--- config.mk ---
export PLATFORM = sky130hd
export DESIGN_NAME = ncc_queue
export DESIGN_NICKNAME = d
export VERILOG_FILES = /design/src/sv/ncc_pkg.sv /design/src/sv/ncc_queue.sv
export SDC_FILE = /design/constraint.sdc
export NUM_CORES = 1
export LEC_CHECK = 0
export BUFFER_PORTS_ARGS = -buffer_cell sky130_fd_sc_hd__buf_2
export CELL_PAD_IN_SITES_DETAIL_PLACEMENT = 2
export CELL_PAD_IN_SITES_GLOBAL_PLACEMENT = 2
export CORE_UTILIZATION = 37
export CTS_CLUSTER_DIAMETER = 40
export DETAILED_ROUTE_END_ITERATION = 8
export PLACE_DENSITY = 0.87
export SYNTH_ARGS = -nofsm -noshare
export SYNTH_HDL_FRONTEND = slang
export SYNTH_SLANG_ARGS = --single-unit
--- constraint.sdc ---
create_clock -name clk_i -period 4.5 [get_ports clk_i]
set_input_delay 0.45 -clock clk_i [delete_from_list [all_inputs] [get_ports clk_i]]
set_output_delay 0.45 -clock clk_i [all_outputs]
set_load 0.005 [all_outputs]
--- src/sv/ncc_pkg.sv ---
package ncc_pkg;

  // Fixed field widths
  localparam int SAMPLE_W  = 16;
  localparam int SCORE_W   = 16;
  localparam int FRAC_BITS = 15;

  // Root search walks one score bit per step, top bit first
  localparam int                  STEP_W   = $clog2(SCORE_W);
  localparam logic [STEP_W-1:0]   STEP_TOP = STEP_W'(SCORE_W - 1);

  localparam logic [SCORE_W-1:0]  SCORE_MIN = {1'b1, {(SCORE_W - 1){1'b0}}};
  localparam logic [SCORE_W-1:0]  SCORE_MAX = {1'b0, {(SCORE_W - 1){1'b1}}};

  // Accumulators never grow beyond this width
  localparam int ACC_CAP = 64;

  // Finished windows waiting between front and back
  localparam int JOB_DEPTH = 2;

  typedef struct packed {
    logic empty;
    logic full;
    logic afull;
  } qstat_t;

endpackage

--- src/sv/ncc_queue.sv ---
module ncc_queue
  import ncc_pkg::*;
#(
  parameter int Width = 8,
  parameter int Depth = 2
) (
  input  logic             clk_i,
  input  logic             rst_ni,
  input  logic             push_i,
  input  logic [Width-1:0] data_i,
  input  logic             pop_i,
  output logic [Width-1:0] data_o,
  output qstat_t           stat_o
);

  localparam int PtrW = (Depth > 1) ? $clog2(Depth) : 1;
  localparam int CntW = $clog2(Depth + 1);

  logic [Width-1:0] slot_q [Depth];
  logic [PtrW-1:0]  wr_ptr_q;
  logic [PtrW-1:0]  rd_ptr_q;
  logic [CntW-1:0]  cnt_q;
  logic             do_push;
  logic             do_pop;

  assign stat_o.empty = (cnt_q == '0);
  assign stat_o.full  = (cnt_q == CntW'(Depth));
  assign stat_o.afull = (cnt_q == CntW'(Depth - 1));

  assign do_push = push_i & ~stat_o.full;
  assign do_pop  = pop_i & ~stat_o.empty;
  assign data_o  = slot_q[rd_ptr_q];

  // Store the pushed item
  always_ff @(posedge clk_i) begin
    if (do_push) begin
      slot_q[wr_ptr_q] <= data_i;
    end
  end

  // Advance pointers and count
  always_ff @(posedge clk_i or negedge rst_ni) begin
    if (!rst_ni) begin
      wr_ptr_q <= '0;
      rd_ptr_q <= '0;
      cnt_q    <= '0;
    end else begin
      if (do_push) begin
        wr_ptr_q <= (wr_ptr_q == PtrW'(Depth - 1)) ? '0 : wr_ptr_q + 1'b1;
      end
      if (do_pop) begin
        rd_ptr_q <= (rd_ptr_q == PtrW'(Depth - 1)) ? '0 : rd_ptr_q + 1'b1;
      end
      case ({do_push, do_pop})
        2'b10:   cnt_q <= cnt_q + 1'b1;
        2'b01:   cnt_q <= cnt_q - 1'b1;
        default: cnt_q <= cnt_q;
      endcase
    end
  end

endmodule

### Word-level counts from Yosys, hierarchy flattened

Memories as Yosys holds them, arrays and structs flattened.
Index checks and enable logic that the tools add are counted.

| word-level totals | value |
|---|---|
| register bits after elaboration | 4 |
| bits in writable memories | 16 |
| input bits | 12 |
| output and inout bits | 11 |
| word-level logic and storage cells | 23 |
| memories | 1 |

| operators by class | value |
|---|---|
| $add $sub $neg | 4 |
| equality and inequality tests | 4 |
| multiplexer cells | 5 |
| bitwise logic cells | 4 |
| reductions and logical operators | 2 |

Memory list:

| name | words | bits a word | rd ports | clocked after Yosys merged registers in | write ports | RTL line | source |
|---|---|---|---|---|---|---|---|
| slot_q | 2 | 8 | 1 | 0 | 1 | ncc_queue.sv:19 | `logic [Width-1:0] slot_q [Depth];` |

Operator list:

| kind | count |
|---|---|
| == test 2 x 1 -> 1 bit, second input constant | 2 |
| == test 2 bit, second input constant | 2 |
| 2-to-1 mux 1 bit | 4 |
| one-hot mux 2 bit (2 select lines) | 1 |
| adder 1 bit, second input constant | 2 |
| adder 2 x 1 -> 2 bit, second input constant | 1 |
| AND 1 bit | 2 |
| logical NOT 2 bit | 1 |
| inverter 1 bit | 2 |
| nonzero test 2 bit | 1 |
| subtractor 2 x 1 -> 2 bit, second input constant | 1 |

### Depth between registers and ports, before layout

| depth | value |
|---|---|
| depth in word-level cells | 5 |
| mapped depth | 6 |

### Least setup slack after synthesis

OpenSTA, ideal clock, no wires.

| timing | value |
|---|---|
| path kind | flip-flop to flip-flop |
| from | register cnt_q[0] |
| to | memory slot_q[1][0], enable pin |
| library setup time | 371 ps |
| arrival | 1,217 ps |
| slack | 2,912 ps |
| stages on the path, launching flop included | 5 |
| buffers on the path | 0 |
| cells stage by stage | dfrtp_1 > inv_1 > ha_1 > nand2b_1 > nor2_1 |

RTL lines:

| element | RTL line | source |
|---|---|---|
| start: declaration | ncc_queue.sv:22 | `logic [CntW-1:0] cnt_q;` |
| start signal: assignment | ncc_queue.sv:55 | `2'b10: cnt_q <= cnt_q + 1'b1;` |
| start signal: assignment | ncc_queue.sv:56 | `2'b01: cnt_q <= cnt_q - 1'b1;` |
| start signal: assignment | ncc_queue.sv:57 | `default: cnt_q <= cnt_q;` |
| end: declaration | ncc_queue.sv:19 |  |

### Final worst setup path

| timing | value |
|---|---|
| from | register rd_ptr_q |
| to | output port data_o[4] |

| on the way | value |
|---|---|
| cells in the longest elaborated chain, start to end | 1 |

RTL lines:

| element | RTL line | source |
|---|---|---|
| start: declaration | ncc_queue.sv:21 | `logic [PtrW-1:0] rd_ptr_q;` |
| start signal: assignment | ncc_queue.sv:52 | `rd_ptr_q <= (rd_ptr_q == PtrW'(Depth - 1)) ? '0 : rd_ptr_q + 1'b1;` |
| memory (2 x 8 bit) | - |  |
| end: declaration | ncc_queue.sv:12 | `output logic [Width-1:0] data_o,` |

Every way passes these cells.

==> impl_metrics.json <==
{
  "status": "finished, final reports clean",
  "final_layout_size_suffix_gt1_frac": 0.458,
  "ys_ff_latch": 20,
  "dieArea_sq_mm": 0.00246,
  "irDropWorstVdd_v": 0.000320,
  "fin_area_sq_mm": 0.00101,
  "max_stage_delay_ps": 690,
  "timing.rr.end": "slot_q[1][7]",
  "syn-cell-area_sq_um": 838,
  "final_cells": 99,
  "swShare": 0.309,
  "drt-total-wl_microns": 1550,
  "finalSetupViolCount": 0,
  "dr.first_iter.drc_count": 6,
  "synth_nets": 62,
  "grt_pass1_vias": 521,
  "max_freq_mhz": 521,
  "grt_max_degree": 12,
  "yosysSeqAreaShare": 0.693,
  "path_cells": "mux2_4 > buf_2",
  "die_x_microns": 49.6,
  "antenna_found_initial": 0,
  "critPathCaptureType": "output port",
  "placedCellCount": 94,
  "synth_cell_types": 13,
  "ys_warn_count": 0,
  "num-nets-final": 89,
  "synth_edf_count": 16,
  "crit_buf_inv": 1,
  "rr_worst_depth": 4,
  "crit_required_ps": 4050,
  "power.switching_uw": 188,
  "clkPwrFrac": 0.142,
  "gr-total-overflow": 0,
  "synthArstFlopShare": 0.200,
  "cts_buffers": 3,
  "clk_pin_slew_ps": 110,
  "powerDensity_mw_per_mm2": 603,
  "combPwrFrac": 0.361,
  "critPathSlowestCell": "dfrtp_1",
  "intPower_uw": 420,
  "cts_tree": "yes",
  "area_growth_pct": 20.1,
  "ios": 23,
  "rr_startpoint": "cnt_q[0]",
  "wl_per_cell_microns": 15.7,
  "clock-sinks": 20,
  "path_max_fanout": 9,
  "h-tree-depth": 1,
  "fin_worst_skew_ps": 4.48,
  "synth_common_cells": "edfxtp_1 (16), mux2_4 (8), dfrtp_1 (4), ha_1 (4)",
  "r2r_slack_ps": 2690,
  "place_area_sq_um": 971,
  "via_per_inst": 4.67,
  "min_period_ps": 1920,
  "grt.total_usage": 0.162,
  "hold_path.class": "in -> reg",
  "slew_viol_final": 0,
  "finalCritPeriodShare": 0.427,
  "tightest_slew_ps": 673,
  "die_h_microns": 49.6,
  "routabilityCongestion": 0.632,
  "synth.avg_cell_area_sq_um": 18.2,
  "slew_headroom": 0.550,
  "seqPwrFrac": 0.497,
  "ys.flop_type": "edfxtp_1",
  "finalWorstSetupSlack_ps": 2580,
  "root_buffer": "clkbuf_4",
  "cts_buffer_depth": 2,
  "route.vias.total": 462,
  "min_to": "slot_q[0][3]",
  "worstHoldPathCells": 1,
  "first_pass_iters": 2,
  "min_from": "data_i[3]",
  "rows": 16,
  "fin_setup_tns_ps": 0,
  "maxCapViolCount": 0,
  "numPortBuffers": 22,
  "p_leak_nw": 0.442,
  "grt_pass1_wl_microns": 2660,
  "hpwlAfterDp_microns": 1220,
  "critical_path_class": "reg -> out",
  "synth_top_area_frac": 0.573,
  "ant_nets": 0,
  "syn_inst": 46,
  "synth_area_leaders": "edfxtp_1 (57%), mux2_4 (14%), dfrtp_1 (12%)",
  "critical_path.top_delay_family": "flip-flops",
  "crit_arrival_ps": 1470,
  "dp_slack_ps": 2660,
  "clk_latency_ps": 300,
  "rsz0062_at_grt": "false",
  "synth_most_common_cell": "edfxtp_1",
  "hold_viol": 0,
  "yosys.area.top_type": "edfxtp_1",
  "drcViolationCount": 0,
  "core_area_sq_mm": 0.00204,
  "initial_core_util": 0.411,
  "worst_setup_path_start_kind": "flop",
  "num_antenna_cells": 0
}
-- worst reg2reg max path: cells and delay by family, from the launching register on --
kind,cells,cell delay [ps]
AND/OR/NAND/NOR,2,760
flip-flops,1,400
adder cells (fa/ha/maj),1,210
buffers and inverters,1,80
-- power groups by stage --
| stage | logic (mW) | registers [mW] | clock network, mW |
|---|---|---|---|
| CTS | 0.226 | 0.304 | 0.0908 |
| finish | 0.219 | 0.302 | 0.0864 |
| detailed placement | 0.223 | 0.309 | 0 |
| global route | 0.248 | 0.309 | 0.0972 |
| global placement | 0.213 | 0.302 | 0 |
| floorplan | 0.177 | 0.279 | 0 |
-- how the worst max path moves through the flow --
stage,startpoint,to,slack (ps),depth (start not counted)
final,rd_ptr_q,data_o[4],2580,2
after global routing,rd_ptr_q,data_o[4],2520,2
after CTS,rd_ptr_q,data_o[1],2540,2
after detailed placement,cnt_q[0],slot_q[0][7],2660,4
after global placement,cnt_q[0],slot_q[0][0],2780,4
after floorplan,cnt_q[0],slot_q[1][0],2910,4
-- cells by family after synthesis --
logic type      after synthesis  synth area share
simple gates                  5            0.0299
fa+ha+maj                     4            0.0597
xor+xnor                      4            0.0418
compound gates                1           0.00596
flops                        20             0.693
buf+inv                       4            0.0269
mux                           8             0.143
-- final cells by class --
type,instances,area (sq um)
well taps,27,33.8
clock inverters,1,3.75
flip-flops and latches,20,581
fillers,211,1030
multi-input cells,22,235
repair buffers,23,120
inverters,3,11.3
clock buffers,3,22.5
-- stage by stage --
stage / hold slack [ps] / util / power (mW)
final: 330 / 0.493 / 0.608
after global routing: 307 / 0.493 / 0.654
after CTS: 314 / 0.493 / 0.621
after detailed placement: 266 / 0.475 / 0.532
after global placement: 262 / 0.475 / 0.515
after floorplan: 154 / - / 0.456
-- sequential cells by signal, summed over array words and instances, names as in the netlist --
register  cells
cnt_q         2
wr_ptr_q      1
slot_q       16
rd_ptr_q      1
-- metal layers --
layer,global-route usage,vias up,wire (microns),share of wire
li1,-,213,-,-
met1,0.167,231,579,0.37
met2,0.286,14,886,0.57
met3,0.0463,4,58,0.037
met4,0.100,0,29,0.019
met5,0,-,0,0
-- timing repair --
action                    CTS  global route
hold buffers                1             0
gates resized for setup     0             0
hold endpoints to repair    4             0
buffers inserted            0             0
-- layout by cell type, fill, tap and decap left out, drive strengths merged --
| cell type | instances |
|---|---|
| buf | 22 |
| clkbuf | 3 |
| dfrtp | 4 |
| nand2 | 1 |
| xor2 | 1 |
| o21ai | 1 |
| dlygate4sd3 | 1 |
| and2b | 1 |
| nor2 | 2 |
| edfxtp | 16 |
| ha | 4 |
| clkinv | 1 |
| inv | 3 |
| mux2 | 8 |
| xnor2 | 3 |
| nand2b | 1 |
(Power assumes the default switching activity.)
