`src/sv/ncc_pkg.sv`:
```
package ncc_pkg;

  // Fixed field widths
  localparam int SAMPLE_W  = 16;
  localparam int SCORE_W   = 16;
  localparam int FRAC_BITS = 15;

  // Root search walks one score bit per step, top bit first
  localparam int                  STEP_W   = $clog2(SCORE_W);
  localparam logic [STEP_W-1:0]   STEP_TOP = STEP_W'(SCORE_W - 1);

  localparam logic [SCORE_W-1:0]  SCORE_MIN = {1'b1, {(SCORE_W - 1){1'b0}}};
  localparam logic [SCORE_W-1:0]  SCORE_MAX = {1'b0, {(SCORE_W - 1){1'b1}}};

  // Accumulators never grow beyond this width
  localparam int ACC_CAP = 64;

  // Finished windows waiting between front and back
  localparam int JOB_DEPTH = 2;

  typedef struct packed {
    logic empty;
    logic full;
    logic afull;
  } qstat_t;

endpackage

```
`src/sv/ncc_front.sv`:
```
module ncc_front
  import ncc_pkg::*;
#(
  parameter int SampleBits = 16,
  parameter int CrossBits  = 52,
  parameter int EnergyBits = 51
) (
  input  logic                         clk_i,
  input  logic                         rst_ni,
  input  logic                         push_i,
  output logic                         full_o,
  input  logic signed [SAMPLE_W-1:0]   ref_sample_i,
  input  logic signed [SAMPLE_W-1:0]   cur_sample_i,
  input  logic                         last_i,
  input  qstat_t                       q_stat_i,
  output logic                         job_push_o,
  output logic [CrossBits-1:0]         job_cross_o,
  output logic [EnergyBits-1:0]        job_ref_o,
  output logic [EnergyBits-1:0]        job_cur_o
);

  localparam int RawW  = (SampleBits > SAMPLE_W) ? SampleBits : SAMPLE_W;
  localparam int ProdW = 2 * SampleBits;

  logic                         accept;
  logic [RawW-1:0]              ref_raw;
  logic [RawW-1:0]              cur_raw;
  logic signed [SampleBits-1:0] ref_s;
  logic signed [SampleBits-1:0] cur_s;
  logic signed [ProdW-1:0]      rc_prod;
  logic signed [ProdW-1:0]      rr_prod;
  logic signed [ProdW-1:0]      cc_prod;

  logic                         vld_q;
  logic                         last_q;
  logic signed [ProdW-1:0]      rc_q;
  logic [ProdW-1:0]             rr_q;
  logic [ProdW-1:0]             cc_q;

  logic [CrossBits-1:0]         cross_q;
  logic [EnergyBits-1:0]        ref_en_q;
  logic [EnergyBits-1:0]        cur_en_q;
  logic [CrossBits-1:0]         cross_d;
  logic [EnergyBits-1:0]        ref_en_d;
  logic [EnergyBits-1:0]        cur_en_d;

  // Hold off new items while a window end could find the queue full
  assign full_o = q_stat_i.full | (q_stat_i.afull & vld_q & last_q);
  assign accept = push_i & ~full_o;

  // Take the low sample bits as two's complement
  assign ref_raw = RawW'($unsigned(ref_sample_i));
  assign cur_raw = RawW'($unsigned(cur_sample_i));
  assign ref_s   = $signed(ref_raw[SampleBits-1:0]);
  assign cur_s   = $signed(cur_raw[SampleBits-1:0]);

  assign rc_prod = ref_s * cur_s;
  assign rr_prod = ref_s * ref_s;
  assign cc_prod = cur_s * cur_s;

  // Register products
  always_ff @(posedge clk_i) begin
    rc_q <= rc_prod;
    rr_q <= $unsigned(rr_prod);
    cc_q <= $unsigned(cc_prod);
  end

  // Add products to the running sums, wrapping at the sum widths
  assign cross_d  = cross_q + CrossBits'(rc_q);
  assign ref_en_d = ref_en_q + EnergyBits'(rr_q);
  assign cur_en_d = cur_en_q + EnergyBits'(cc_q);

  // Hand the finished sums to the queue on the window end
  assign job_push_o  = vld_q & last_q;
  assign job_cross_o = cross_d;
  assign job_ref_o   = ref_en_d;
  assign job_cur_o   = cur_en_d;

  // Advance product stage, accumulate, clear after a window end
  always_ff @(posedge clk_i or negedge rst_ni) begin
    if (!rst_ni) begin
      vld_q    <= 1'b0;
      last_q   <= 1'b0;
      cross_q  <= '0;
      ref_en_q <= '0;
      cur_en_q <= '0;
    end else begin
      vld_q  <= accept;
      last_q <= accept & last_i;
      if (vld_q) begin
        if (last_q) begin
          cross_q  <= '0;
          ref_en_q <= '0;
          cur_en_q <= '0;
        end else begin
          cross_q  <= cross_d;
          ref_en_q <= ref_en_d;
          cur_en_q <= cur_en_d;
        end
      end
    end
  end

endmodule

```
`config.mk`:
```
export PLATFORM = sky130hd
export DESIGN_NAME = ncc_front
export DESIGN_NICKNAME = d
export VERILOG_FILES = /design/src/sv/ncc_pkg.sv /design/src/sv/ncc_front.sv
export SDC_FILE = /design/constraint.sdc
export NUM_CORES = 2
export LEC_CHECK = 0
export ABC_AREA = 1
export BUFFER_PORTS_ARGS = -buffer_cell sky130_fd_sc_hd__buf_4
export CAP_MARGIN = 0
export CORE_UTILIZATION = 46
export DETAILED_ROUTE_END_ITERATION = 8
export SYNTH_ARGS = -nofsm -noshare
export SYNTH_HDL_FRONTEND = slang
export SYNTH_SLANG_ARGS = --single-unit
```
`constraint.sdc`:
```
create_clock -name clk_i -period 2.5 [get_ports clk_i]
set_clock_uncertainty 0.15 [all_clocks]
set_input_delay 0.125 -clock clk_i [delete_from_list [all_inputs] [get_ports clk_i]]
set_output_delay 0.125 -clock clk_i [all_outputs]
set_load 0.01 [all_outputs]
```
======== After elaboration in Yosys (flattened, before gate mapping) ========
Cells that the tools add are included.
storage, ports and cells
  register bits after elaboration ......... 252
  output and inout bits ................... 156
operators by class
  $add $sub $neg .......................... 3
  $mul .................................... 3
  multiplexer cells ....................... 3
  bitwise operators ....................... 7
operators by type and width
  kind                                            number
  51-bit by 32-bit adder with 51-bit output       2
  51-bit 2-to-1 mux                               2
  16-bit by 16-bit multiplier with 32-bit output  3
  52-bit adder                                    1
  52-bit 2-to-1 mux                               1
  1-bit bitwise AND                               5
  1-bit NOT                                       1
  1-bit OR                                        1

======== Depth between registers and ports, before layout ========
  depth in word-level cells ............... 6
  depth in mapped cells ................... 26
  gate-level depth less buffers ........... 25

======== Least setup slack after synthesis ========
No wires, ideal clock.
  path kind ............................... in2reg
  from .................................... input port ref_sample_i[15]
  to ...................................... register rr_q[31]
  data arrival time ....................... 5.386 ns
  data required time ...................... 2.238 ns
  path slack .............................. -3.149 ns
  cell stages on the path ................. 21
  cells stage by stage .................... clkbuf_1 > buf_1 > nand2_1 > inv_1 > fa_1 > fa_1 > fa_1 > fa_1 > inv_1 > fa_1 > inv_1 > fa_1 > ha_1 > inv_1 > nor3_1 > nand2_1 > or2_2 > nand3_1 > inv_1 > nand2_1 > nand2_1
on the way
  cells in the longest elaborated chain, start to end .. 1
ends and longest elaborated chain
  what                                            RTL line         source
  start: declaration                              ncc_front.sv:12  input logic signed [SAMPLE_W-1:0] ref_sample_i,
  16-bit by 16-bit multiplier with 32-bit output  ncc_front.sv:58  assign rr_prod = ref_s * ref_s;
  net rr_prod[31]                                 ncc_front.sv:31  logic signed [ProdW-1:0] rr_prod;
  end signal: assignment                          ncc_front.sv:64  rr_q <= $unsigned(rr_prod);
  end: declaration                                ncc_front.sv:37  logic [ProdW-1:0] rr_q;
The timed path passes the listed nets, and every way through them passes these cells.
A chain may end at the register's enable or synchronous reset.

======== Worst setup path after layout ========
  from .................................... input port ref_sample_i[15]
  to ...................................... register rc_q[24]
on the way
  cells in the longest elaborated chain, start to end .. 1
ends and longest elaborated chain
  what                                            RTL line         source
  16-bit by 16-bit multiplier with 32-bit output  ncc_front.sv:57  assign rc_prod = ref_s * cur_s;
  net rc_prod[24]                                 ncc_front.sv:30  logic signed [ProdW-1:0] rc_prod;
  end signal: assignment                          ncc_front.sv:63  rc_q <= rc_prod;
  end: declaration                                ncc_front.sv:36  logic signed [ProdW-1:0] rc_q;
The timed path passes the listed nets, and every way through them passes these cells.

==> impl_metrics.py <==
metrics = {
    "drt": {
        "vias": 47752,
        "wl_per_cell_um": 17.85,
        "via_per_inst": 4.991,
        "firstDrtPassIters": 8,
        "drt-total-wl_um": 170800,
        "drc": 20,
        "dr.first_iter.drc_count": 3022,
        "drt.antenna.violating_nets": 0,
    },
    "sta": {
        "fin_setup_tns_ns": -203.33,
        "setup_ws_ns": -2.242,
        "tightestPinTransition_ns": 0.6347,
        "period_minus_slack_ns": 4.742,
        "fmax_mhz": 210.9,
        "slew_viol_final": 0,
        "grt_setup_unrepaired": "true",
        "setup_viol": 224,
        "slew_headroom_pct": 57.64,
        "period_share_pct": 189.7,
        "hold_viol": 0,
    },
    "setup_path": {
        "path_max_fanout": 8,
        "crit_chain": "buf_16 -> buf_12 -> nand2_8 -> inv_4 -> fa_2 -> buf_6 -> fa_1 -> fa_1 -> fa_1 -> fa_1 -> inv_1 -> fa_1 -> inv_1 -> ha_4 -> nand2_2 -> inv_2 -> nand2_4 -> nor2_4 -> nand4_1 -> nand3_2 -> nand2_1 -> nand2_1 -> xor2_1",
        "start_kind": "input pin",
        "reg2reg_from": "rc_q[31]",
        "path_class": "in -> reg",
        "path_common_cell": "fa_1",
        "cp-end-kind": "flip-flop",
        "slowest_delay_ns": 0.66,
        "r2r_end": "cross_q[45]",
        "arrival_ns": 5.09,
        "slowest_stage": "fa_2",
        "reg2regPathDepth": 18,
        "reg2reg_slack_ns": -0.06,
        "crit_required_ns": 2.85,
    },
    "synthesis": {
        "yosysTopAreaCellShare_pct": 29.63,
        "postSynthAreaPerCell_um2": 7.114,
        "ys_seq_elements": 250,
        "yosysSeqAreaShare_pct": 11.73,
        "ys_warn_count": 0,
        "synthesis.nets": 8085,
        "netlist_area_um2": 49330,
        "synth_cell_type_count": 49,
        "syn-instance-count": 6934,
        "synth_largest_area_cell": "fa_1",
        "synthTopCellsByArea": "fa_1 (30%), nand2_1 (16%), inv_1 (14%)",
    },
    "global_routing": {
        "grt_pass1_wl_um": 256500,
        "grt.overflow.total": 0,
        "track_usage_pct": 30.12,
        "grt_max_degree": 96,
        "grt_pass1_vias": 47025,
        "antenna_found_initial": 1,
    },
    "clock_network": {
        "clockRootBuffer": "clkbuf_16",
        "clk_pin_slew_ns": 0.06,
        "cts_buffers": 35,
        "cts_buffer_depth": 3,
        "cts_tree": "built",
        "cts.sinks": 250,
        "cts.htree.levels": 2,
        "clock_latency_ns": 0.58,
    },
    "floorplan": {
        "core_um2": 105900,
        "pin_count": 195,
        "dieArea_um2": 108600,
        "dieHeight_um": 329.5,
        "fp.dieW_um": 329.5,
        "initial_core_util_pct": 46.60,
        "rows": 119,
    },
    "run_status": {
        "violations": "DRC, setup timing",
        "status": "complete, but fails checks",
    },
    "placement": {
        "port_buffers": 193,
        "pre_cts_ws_ns": -3.057,
        "dpl.hpwl_um": 132800,
        "finalWeightedCongestion": 0.9672,
    },
    "cells_and_area": {
        "utilization_pct": 70.05,
        "layout_commonest_cell": "inv_1",
        "nNetsFinal": 9299,
        "fill_cells": 8433,
        "synthToLayoutAreaGrowth_pct": 50.33,
        "final_cell_mix": "inv_1 (1528), nand2_1 (1462), buf_4 (956)",
        "drive_gt1_share_pct": 40.62,
    },
    "flow_run": {
        "cap_violations": 0,
    },
    "worst_hold_path": {
        "hold_path_class": "in -> async",
    },
}
metal layers:
metal | up-vias | share of wire (%) | global-route usage, % | wire length, um
met5 | - | 0 | 0 | 0
met4 | 0 | 2.5 | 6.471 | 4295
met3 | 236 | 4.8 | 2.385 | 8262
met2 | 1210 | 47 | 49.02 | 80430
met1 | 23412 | 46 | 43.74 | 77770
li1 | 22894 | - | - | -
final cells by class:
type	count	area (um2)	area share [%]
Multi-Input combinational cell	4729	46090	62.15
Timing Repair Buffer	1322	12380	16.70
Inverter	1810	6913	9.322
Sequential cell	250	5826	7.856
Tap cell	1391	1740	2.347
Clock buffer	41	918.4	1.238
Clock inverter	23	286.5	0.3864
Antenna cell	1	2.502	0.003374
worst max path at each step:
stage / from / end / depth (start not counted)
2_1_floorplan: ref_sample_i[15] / rr_q[31] / 21
3_3_place_gp: ref_sample_i[15] / rc_q[30] / 20
3_5_place_dp: ref_sample_i[15] / rr_q[25] / 19
4_1_cts: ref_sample_i[15] / rc_q[31] / 21
5_1_grt: ref_sample_i[8] / rc_q[24] / 26
6_report: ref_sample_i[15] / rc_q[24] / 23
per-stage QoR:
step / cells / area (um2) / hold WS, ns
2_1_floorplan: 6934 / 51610 / -0.3206
3_3_place_gp: 9184 / 60290 / -0.01586
3_5_place_dp: 9184 / 60290 / -0.02223
4_1_cts: 9359 / 65650 / 0.001296
5_1_grt: 9567 / 74160 / 0.01490
6_report: 9567 / 74160 / 0.01253
kinds of logic (layout without fill, tap and decap cells):
kind of cell / Yosys count / in the layout / synth area share, %
and+or+nand+nor: 3042 / 3042 / 26.10
buffers and inverters: 1955 / 3196 / 14.90
adders and majority gates: 1112 / 1112 / 39.32
AOI/OAI and AO/OA: 392 / 392 / 4.621
DFF: 250 / 250 / 11.73
xor gates and xnor gates: 183 / 183 / 3.341
other: 0 / 1 / 0
repair_timing:
item,4_1_cts,5_1_grt
cloned,12,4
resized for setup,744,1748
pin swaps,323,723
hold buffers,9,0
buffers inserted,94,217
setup endpoints to repair,232,269
hold endpoints to repair,161,0
cell usage after synthesis, drive strengths merged:
master and instances:
a21boi 5, a21o 10, a21oi 198, a221oi 1, a22o 36, a31o 4, a31oi 3, and2 76
and3 1, buf 14, clkbuf 131, clkinv 1, dfrtp 156, dfxtp 94, fa 730, ha 382
inv 1809, nand2 2108, nand3 309, nand3b 20, nand4 80, nor2 361, nor3 63, nor3b 3
o211ai 9, o21a 6, o21ai 94, o21bai 23, o221ai 1, o31ai 2, or2 21, xnor2 49
xor2 134
sequential cells by signal (all words and copies together) (netlist names):
register  cells
cc_q         31
vld_q         1
ref_en_q     51
rr_q         31
cross_q      52
rc_q         32
cur_en_q     51
last_q        1
critical path: cells and delay by family:
family	cells	cell delay [ns]
fa+ha+maj	7	3.31
simple gates	8	0.81
buf+inv	7	0.67
xor+xnor	1	0.15
Power is left out: the tool's default activity adds up to more than one toggle a clock period on the data nets, which glitch-free logic cannot reach.
