`config.mk`:
```
export PLATFORM = sky130hd
export DESIGN_NAME = ncc_back
export DESIGN_NICKNAME = d
export VERILOG_FILES = /design/src/sv/ncc_pkg.sv /design/src/sv/ncc_back.sv
export SDC_FILE = /design/constraint.sdc
export NUM_CORES = 2
export LEC_CHECK = 0
export BUFFER_PORTS_ARGS = -buffer_cell sky130_fd_sc_hd__buf_2
export CAP_MARGIN = 20
export CORE_MARGIN = 5
export CORE_UTILIZATION = 50
export CTS_BUF_LIST = sky130_fd_sc_hd__clkbuf_8
export DETAILED_ROUTE_END_ITERATION = 7
export PLACE_DENSITY = 0.7
export SLEW_MARGIN = 0
export SYNTH_ARGS = -nofsm -noshare
export SYNTH_HDL_FRONTEND = slang
export SYNTH_SLANG_ARGS = --single-unit
```
`constraint.sdc`:
```
create_clock -name clk_i -period 21 [get_ports clk_i]
set_input_delay 6.3 -clock clk_i [delete_from_list [all_inputs] [get_ports clk_i]]
set_output_delay 6.3 -clock clk_i [all_outputs]
set_load 0.02 [all_outputs]
```
`src/sv/ncc_pkg.sv`:
```
package ncc_pkg;

  // Fixed field widths
  localparam int SAMPLE_W  = 16;
  localparam int SCORE_W   = 16;
  localparam int FRAC_BITS = 15;

  // Root search walks one score bit per step, top bit first
  localparam int                  STEP_W   = $clog2(SCORE_W);
  localparam logic [STEP_W-1:0]   STEP_TOP = STEP_W'(SCORE_W - 1);

  localparam logic [SCORE_W-1:0]  SCORE_MIN = {1'b1, {(SCORE_W - 1){1'b0}}};
  localparam logic [SCORE_W-1:0]  SCORE_MAX = {1'b0, {(SCORE_W - 1){1'b1}}};

  // Accumulators never grow beyond this width
  localparam int ACC_CAP = 64;

  // Finished windows waiting between front and back
  localparam int JOB_DEPTH = 2;

  typedef struct packed {
    logic empty;
    logic full;
    logic afull;
  } qstat_t;

endpackage

```
`src/sv/ncc_back.sv`:
```
module ncc_back
  import ncc_pkg::*;
#(
  parameter int CrossBits  = 52,
  parameter int EnergyBits = 51
) (
  input  logic                        clk_i,
  input  logic                        rst_ni,
  input  logic                        job_vld_i,
  input  logic [CrossBits-1:0]        job_cross_i,
  input  logic [EnergyBits-1:0]       job_ref_i,
  input  logic [EnergyBits-1:0]       job_cur_i,
  output logic                        job_pop_o,
  input  logic                        pop_i,
  output logic                        empty_o,
  output logic signed [SCORE_W-1:0]   score_o,
  output logic                        degenerate_o
);

  localparam int PW     = 2 * EnergyBits;
  localparam int MW     = 2 * CrossBits;
  localparam int WW     = 2 * CrossBits + 2 * FRAC_BITS + 2;
  localparam int RShift = 2 * FRAC_BITS;
  localparam int CntW   = $clog2(CrossBits + 1);

  localparam logic [2:0] ST_IDLE   = 3'd0;
  localparam logic [2:0] ST_MUL    = 3'd1;
  localparam logic [2:0] ST_PREP   = 3'd2;
  localparam logic [2:0] ST_SRCH_A = 3'd3;
  localparam logic [2:0] ST_SRCH_B = 3'd4;
  localparam logic [2:0] ST_OUT    = 3'd5;

  logic [2:0]           state_q, state_d;
  logic [CntW-1:0]      cnt_q, cnt_d;
  logic [STEP_W-1:0]    k_q, k_d;
  logic                 out_vld_q, out_vld_d;

  logic                 neg_q;
  logic [PW-1:0]        mcand_p_q;
  logic [EnergyBits-1:0] mplier_p_q;
  logic [PW-1:0]        p_q;
  logic [MW-1:0]        mcand_m_q;
  logic [CrossBits-1:0] mplier_m_q;
  logic [MW-1:0]        m2_q;

  logic [WW-1:0]        a_q;
  logic [WW-1:0]        b_q;
  logic [WW-1:0]        t_q;
  logic [WW-1:0]        s_q;
  logic [WW-1:0]        ba_q;
  logic [SCORE_W-1:0]   q_q;

  logic [SCORE_W-1:0]   res_score_q;
  logic                 res_degen_q;
  logic [SCORE_W-1:0]   score_q;
  logic                 degen_q;

  logic [CrossBits-1:0] mag;
  logic                 degen;
  logic [WW-1:0]        bound;
  logic [WW-1:0]        cand;
  logic                 fit;
  logic [SCORE_W-1:0]   q_new;
  logic                 srch_done;
  logic [SCORE_W-1:0]   score_new;

  // Classify the job: magnitude of the cross sum and the zero-energy case
  assign mag   = job_cross_i[CrossBits-1] ? (~job_cross_i + CrossBits'(1)) : job_cross_i;
  assign degen = (job_ref_i == '0) | (job_cur_i == '0);

  // Trial of one score bit: (q + 2^k)^2 * P against cross^2 * 2^30
  assign bound     = WW'({m2_q, {RShift{1'b0}}});
  assign cand      = s_q + a_q;
  assign fit       = (cand <= bound);
  assign q_new     = fit ? (q_q | (SCORE_W'(1) << k_q)) : q_q;
  assign srch_done = (fit && (k_q == STEP_TOP)) || (k_q == '0);
  assign score_new = neg_q ? (~q_new + SCORE_W'(1)) :
                     (q_new[SCORE_W-1] ? SCORE_MAX : q_new);

  assign job_pop_o    = (state_q == ST_IDLE) & job_vld_i;
  assign empty_o      = ~out_vld_q;
  assign score_o      = $signed(score_q);
  assign degenerate_o = degen_q;

  // Sequence one job: load, multiply, search, deliver; a degenerate job goes straight to deliver
  always_comb begin
    state_d   = state_q;
    cnt_d     = cnt_q;
    k_d       = k_q;
    out_vld_d = out_vld_q & ~pop_i;
    case (state_q)
      ST_IDLE: begin
        if (job_vld_i) begin
          cnt_d   = CntW'(CrossBits);
          state_d = degen ? ST_OUT : ST_MUL;
        end
      end
      ST_MUL: begin
        cnt_d = cnt_q - 1'b1;
        if (cnt_q == CntW'(1)) begin
          state_d = ST_PREP;
        end
      end
      ST_PREP: begin
        k_d     = STEP_TOP;
        state_d = ST_SRCH_A;
      end
      ST_SRCH_A: begin
        state_d = ST_SRCH_B;
      end
      ST_SRCH_B: begin
        k_d     = k_q - 1'b1;
        state_d = srch_done ? ST_OUT : ST_SRCH_A;
      end
      ST_OUT: begin
        if (!out_vld_q) begin
          out_vld_d = 1'b1;
          state_d   = ST_IDLE;
        end
      end
      default: state_d = ST_IDLE;
    endcase
  end

  always_ff @(posedge clk_i or negedge rst_ni) begin
    if (!rst_ni) begin
      state_q   <= ST_IDLE;
      cnt_q     <= '0;
      k_q       <= '0;
      out_vld_q <= 1'b0;
    end else begin
      state_q   <= state_d;
      cnt_q     <= cnt_d;
      k_q       <= k_d;
      out_vld_q <= out_vld_d;
    end
  end

  // Datapath
  always_ff @(posedge clk_i) begin
    case (state_q)
      ST_IDLE: begin
        if (job_vld_i) begin
          neg_q       <= job_cross_i[CrossBits-1];
          mcand_p_q   <= PW'(job_ref_i);
          mplier_p_q  <= job_cur_i;
          p_q         <= '0;
          mcand_m_q   <= MW'(mag);
          mplier_m_q  <= mag;
          m2_q        <= '0;
          res_score_q <= SCORE_MIN;
          res_degen_q <= degen;
        end
      end
      ST_MUL: begin
        // Shift-add both products one multiplier bit a cycle
        if (mplier_p_q[0]) begin
          p_q <= p_q + mcand_p_q;
        end
        if (mplier_m_q[0]) begin
          m2_q <= m2_q + mcand_m_q;
        end
        mcand_p_q  <= mcand_p_q << 1;
        mplier_p_q <= mplier_p_q >> 1;
        mcand_m_q  <= mcand_m_q << 1;
        mplier_m_q <= mplier_m_q >> 1;
      end
      ST_PREP: begin
        a_q <= WW'({p_q, {RShift{1'b0}}});
        b_q <= '0;
        t_q <= '0;
        q_q <= '0;
      end
      ST_SRCH_A: begin
        s_q  <= t_q + b_q;
        ba_q <= (b_q >> 1) + a_q;
      end
      ST_SRCH_B: begin
        // Keep the bit if the square still fits, then move one bit down
        if (fit) begin
          t_q <= cand;
          b_q <= ba_q;
        end else begin
          b_q <= b_q >> 1;
        end
        a_q <= a_q >> 2;
        q_q <= q_new;
        if (srch_done) begin
          res_score_q <= score_new;
          res_degen_q <= 1'b0;
        end
      end
      ST_OUT: begin
        if (!out_vld_q) begin
          score_q <= res_score_q;
          degen_q <= res_degen_q;
        end
      end
      default: begin
        q_q <= q_q;
      end
    endcase
  end

endmodule
```
# [After elaboration in Yosys (flattened, before gate mapping)]
# Index checks and enable logic that the tools add are counted.
[totals] out_inout_bits=19 inputBits=158 word_cells=112 reg_bits=1260
[op_classes] add_sub_neg=9 shifts=1 muxes=41 reduce_logical=17 eq_ne=14 bitwise_logic=8 order_cmp=1
[ops] cell="$pmux 136 s2" n=3
[ops] cell="$pmux 104 s2" n=2
[ops] cell="$pmux 102 s2" n=2
[ops] cell="$mux 104" n=3
[ops] cell="$mux 102" n=3
[ops] cell="$add 136x136->136" n=2
[ops] cell="$mux 136" n=2
[ops] cell="$add 135x136->136" n=1
[ops] cell="$le 136x134->1" n=1
[ops] cell="$add 104x104->104" n=1
[ops] cell="$mux 52" n=2
[ops] cell="$pmux 52 s2" n=1
[ops] cell="$add 102x102->102" n=1
[ops] cell="$logic_not 51->1" n=2
[ops] cell="$pmux 51 s2" n=1
[ops] cell="$mux 16" n=4
[ops] cell="$pmux 16 s2" n=2
[ops] cell="$add 52x1->52 const B" n=1
[ops] cell="$not 52->52" n=1
[ops] cell="$mux 51" n=1
[ops] cell="$pmux 3 s6" n=1
[ops] cell="$add 16x1->16 const B" n=1
[ops] cell="$not 16->16" n=1
[ops] cell="$or 16x16->16" n=1
[ops] cell="26 further kinds" n=51

# [Logic depth before layout (Yosys ltp)]
[depth] ltp_word=8 mapped_depth=37 depth_no_buf=35

# [Worst setup path after synthesis]
# Ideal clock, no wire load.
[synth_timing] path_kind="register to register" startpoint="register state_q[2]" endpoint="register ba_q[0], enable pin" t_required_ps=19759 t_arrival_ps=19047 slack_ps=712 stages_incl_launch_ff=4 setup_time_ps=1241 synth_period_minus_slack_ps=20288 path_buffers=2 path_cell_list="dfrtp_1 > clkbuf_1 > clkbuf_1 > nor3_1"
[synth_via] elab_chain_cells=1
[synth_rtl] item="from (decl)" line_no="ncc_back.sv:33" rtl="logic [2:0] state_q, state_d;"
[synth_rtl] item="from (signal assigned)" line_no="ncc_back.sv:132" rtl="state_q <= state_d;"
[synth_rtl] item="$eq 3x2->1" line_no="ncc_back.sv:141" rtl="case (state_q)"
[synth_rtl] item="to (signal assigned)" line_no="ncc_back.sv:176" rtl="ba_q <= (b_q >> 1) + a_q;"
[synth_rtl] item="to (decl)" line_no="ncc_back.sv:50" rtl="logic [WW-1:0] ba_q;"
# Every way passes these cells.
# A chain may end at the register's enable or synchronous reset.

# [Worst setup path in the final report]
[layout_timing] startpoint="input port job_vld_i" endpoint="output port job_pop_o"
[layout_via] elab_chain_cells=1
[layout_rtl] item="from (decl)" line_no="ncc_back.sv:9" rtl="input logic job_vld_i,"
[layout_rtl] item="$and 1x1->1" line_no="ncc_back.sv:80" rtl="assign job_pop_o = (state_q == ST_IDLE) & job_vld_i;"
[layout_rtl] item="to (decl)" line_no="ncc_back.sv:13" rtl="output logic job_pop_o,"
# Every way passes these cells.

==> reports/metrics.yaml <==
run_status:
  outcome: "completed"
hold_path:
  holdCritPathClass: "flip-flop to flip-flop"
drt:
  routedWlPerCell_um: 21.43
  first_iter_violations: 7656
  drt-total-wl_um: 253300
  dr.pass1.iters: 8
  num_vias: 72290
  ant_nets: 0
  drc_errors: 0
  viasPerCell: 6.117
yosys:
  ys_warn_count: 0
  synthArstFlopShare_pct: 1.115
  synth.most_common_cell: "edfxtp_1"
  synthFlopType: "edfxtp_1"
  synth_common_cells: "1242 x edfxtp_1, 1148 x nand2_1, 817 x a21oi_1, 741 x nor2_1, 717 x ha_1"
  synth-edff-count: 1242
  synth_nets: 10200
  yosysSeqAreaShare_pct: 42.60
  ys_ff_latch: 1256
  yosysTopAreaCell: "edfxtp_1"
  ys_top_cells_by_area: "edfxtp_1 42%, ha_1 10%, nand2_1 4.9%, a21oi_1 4.6%, a21o_1 3.7%"
  syn_avg_cell_area_um2: 9.479
  netlist_area_um2: 88370
  synth_top_area_share_pct: 42.21
  syn_inst: 9322
  yosysUniqueCellTypes: 85
floorplan:
  initial_core_util_pct: 50.23
  core.rowCount: 154
  die_w_um: 430.4
  core_um2: 175900
  io_pins: 177
  die_h_um: 430.4
  fp.dieArea_um2: 185200
power:
  sequentialPowerShare_pct: 30.0
  clock_power_share_pct: 13.1
  ir_drop_uv: 137.0
  internal-power_uw: 9023
  p_switching_uw: 7660
  p_per_area_nw_per_um2: 175.5
  finalPower_uw: 16680
  swShare_pct: 45.91
  p_comb_share_pct: 57.0
  p_leak_uw: 0.03877
placement:
  portBuffers: 176
  gp_congestion: 0.9995
  hpwl_um: 192800
critical_path:
  start_kind: "primary input"
  end_kind: "output port"
  cp_top_family: "buffers and inverters"
  critPathKind: "primary input to output port"
  critPathMaxStageDelay_ps: 280
  cp_max_fo: 10
  arrival_ps: 7080
  crit_slowest_cell: "buf_4"
  path_buf_inv: 4
  critical_path.cell_chain: "buf_2 -> nand2_1 -> buf_4 -> inv_1 -> buf_2"
  critPathRequiredTime_ps: 14700
  cpMostUsedCell: "buf_2"
timing:
  period_minus_slack_ps: 13380
  hold_viol: 0
  rsz0062_at_grt: "false"
  tightest_slew_ps: 1172
  setup_viol: 0
  fin_worst_skew_ps: 73.68
  slew_headroom_pct: 21.14
  post-route-period-util_pct: 63.74
  fin_tns_setup_ps: 0
  fmaxAchievable_ghz: 0.07471
  slew_violations: 0
clocking:
  cts_buffers: 213
  clock_tree.root_cell: "clkbuf_8"
  clock_path_buffers: 3
  tritoncts: "yes"
  cts_sinks: 1256
  clkTransAtPathRegs_ps: 60
  cts_resized: 0
  htree_levels: 4
  post_cts_buffers: 0
  hold_buffers: 0
  clk_latency_ps: 1010
global_route:
  grt_pass1_vias: 68340
  grt.met3_usage_pct: 4.507
  grt_usage_pct: 26.23
  grt_max_degree: 192
  globalRouteOverflowTotal: 0
  gr-usage-met1_pct: 39.05
  top_usage_layer: "met1"
  grt_pass1_wl_um: 386600
  antenna_found_initial: 8
  grt_use_met2_pct: 38.82
flow_run:
  max_cap_violations: 0
finish:
  drive_gt1_share_pct: 6.449
  postLayoutCoreUtil_pct: 54.05
  fin_nets: 10180
  syn_to_final_growth_pct: 7.595
-- metal layers --
metal | part of all wire (%) | vias up
li1 | - | 34380
met1 | 46 | 34420
met2 | 42 | 3029
met3 | 8.7 | 453
met4 | 3.3 | 2
met5 | 0.0039 | -
-- cell type report --
type / count / area (um2)
fillers: 15750 / 80840
flip-flops and latches: 1256 / 37650
clock inverters: 173 / 1115
repair buffers: 231 / 1369
diodes: 4 / 10.01
inverters: 322 / 1209
multi-input cells: 7273 / 47790
well taps: 2340 / 2928
clock buffers: 219 / 3014
-- placed cells by master (no fill, tap or decap), drive strengths merged, types with 133 or more instances in the layout --
cell and count:
nor2 741, clkbuf 219, nand4 237, o21a 163, nand3 133, o21bai 169, xor2 268, a21o 441
mux2i 142, ha 717, nand2 1148, edfxtp 1242, o21ai 461, a21oi 817, and2 271, buf 230
xnor2 342, inv 379
-- logic make-up (layout without fill, tap and decap cells) --
family                     after synthesis  after routing  synth area share [%]
and+or+nand+nor                       3166           3166                 16.95
muxes                                  143            143                 1.621
buffers and inverters                  793            945                 3.412
adders and majority gates              722            722                 10.27
AOI/OAI and AO/OA                     2632           2632                 19.10
xor gates and xnor gates               610            610                 6.046
other                                    0              4                     0
DFF                                   1256           1256                 42.60
-- worst register-to-register path, delay by kind of cell (launching register included) --
| family | cells | cell delay (ps) |
|---|---|---|
| AO/OA/AOI/OAI | 15 | 4780 |
| XOR/XNOR | 1 | 160 |
| adder cells (fa/ha/maj) | 2 | 740 |
| buffers and inverters | 7 | 2970 |
| flip-flops | 1 | 470 |
| AND/OR/NAND/NOR | 9 | 2300 |
-- sequential cells by signal, indices dropped and copies added, names as in the netlist --
| signal | flops |
|---|---|
| degenerate_o | 1 |
| score_o | 16 |
| a_q | 132 |
| mplier_p_q | 51 |
| out_vld_q | 1 |
| state_q | 3 |
| s_q | 136 |
| b_q | 136 |
| mcand_m_q | 104 |
| m2_q | 104 |
| t_q | 136 |
| ba_q | 136 |
| neg_q | 1 |
| q_q | 16 |
| cnt_q | 6 |
| res_degen_q | 1 |
| mcand_p_q | 102 |
| k_q | 4 |
| mplier_m_q | 52 |
| p_q | 102 |
| res_score_q | 16 |
-- per-stage QoR --
| stage | cells | worst slack [ps] | hold slack, ps | instance area [um2] |
|---|---|---|---|---|
| after floorplan | 9322 | 712.4 | 400.3 | 88370 |
| after global placement | 11420 | 7620 | 403.9 | 90900 |
| after detailed placement | 11420 | 7642 | 404.5 | 90900 |
| after CTS | 11810 | 7638 | 418.7 | 95030 |
| after global routing | 11820 | 7594 | 424.9 | 95070 |
| final | 11820 | 7615 | 417.7 | 95080 |
-- path summary, 6_finish.rpt --
path | cells past startpoint | from | slack (ps) | endpoint
max | 5 | job_vld_i | 7620 | job_pop_o
min | 0 | res_score_q[6]$_SDFFCE_PN0P_ | 420 | score_o[6]$_DFFE_PP_
max reg2reg | 34 | a_q[3]$_SDFFCE_PN0P_ | 9170 | t_q[45]$_SDFFCE_PN0P_
min reg2reg | 0 | res_score_q[6]$_SDFFCE_PN0P_ | 420 | score_o[6]$_DFFE_PP_
max in group asynchronous | 1 | rst_ni | 15520 | cnt_q[0]$_DFFE_PN0P_
min in group asynchronous | 1 | rst_ni | 5230 | out_vld_q$_DFF_PN0_
-- power by group through the flow --
stage                     logic (uW)  clock network, uW  registers [uW]
after floorplan                 7080                  0            5000
final                           9500               2180            5000
after CTS                       9360               2230            4980
after detailed placement        9300                  0            5010
after global placement          9110                  0            4990
after global routing           10500               2350            5060
No activity file was read; power rests on OpenSTA's default activity.
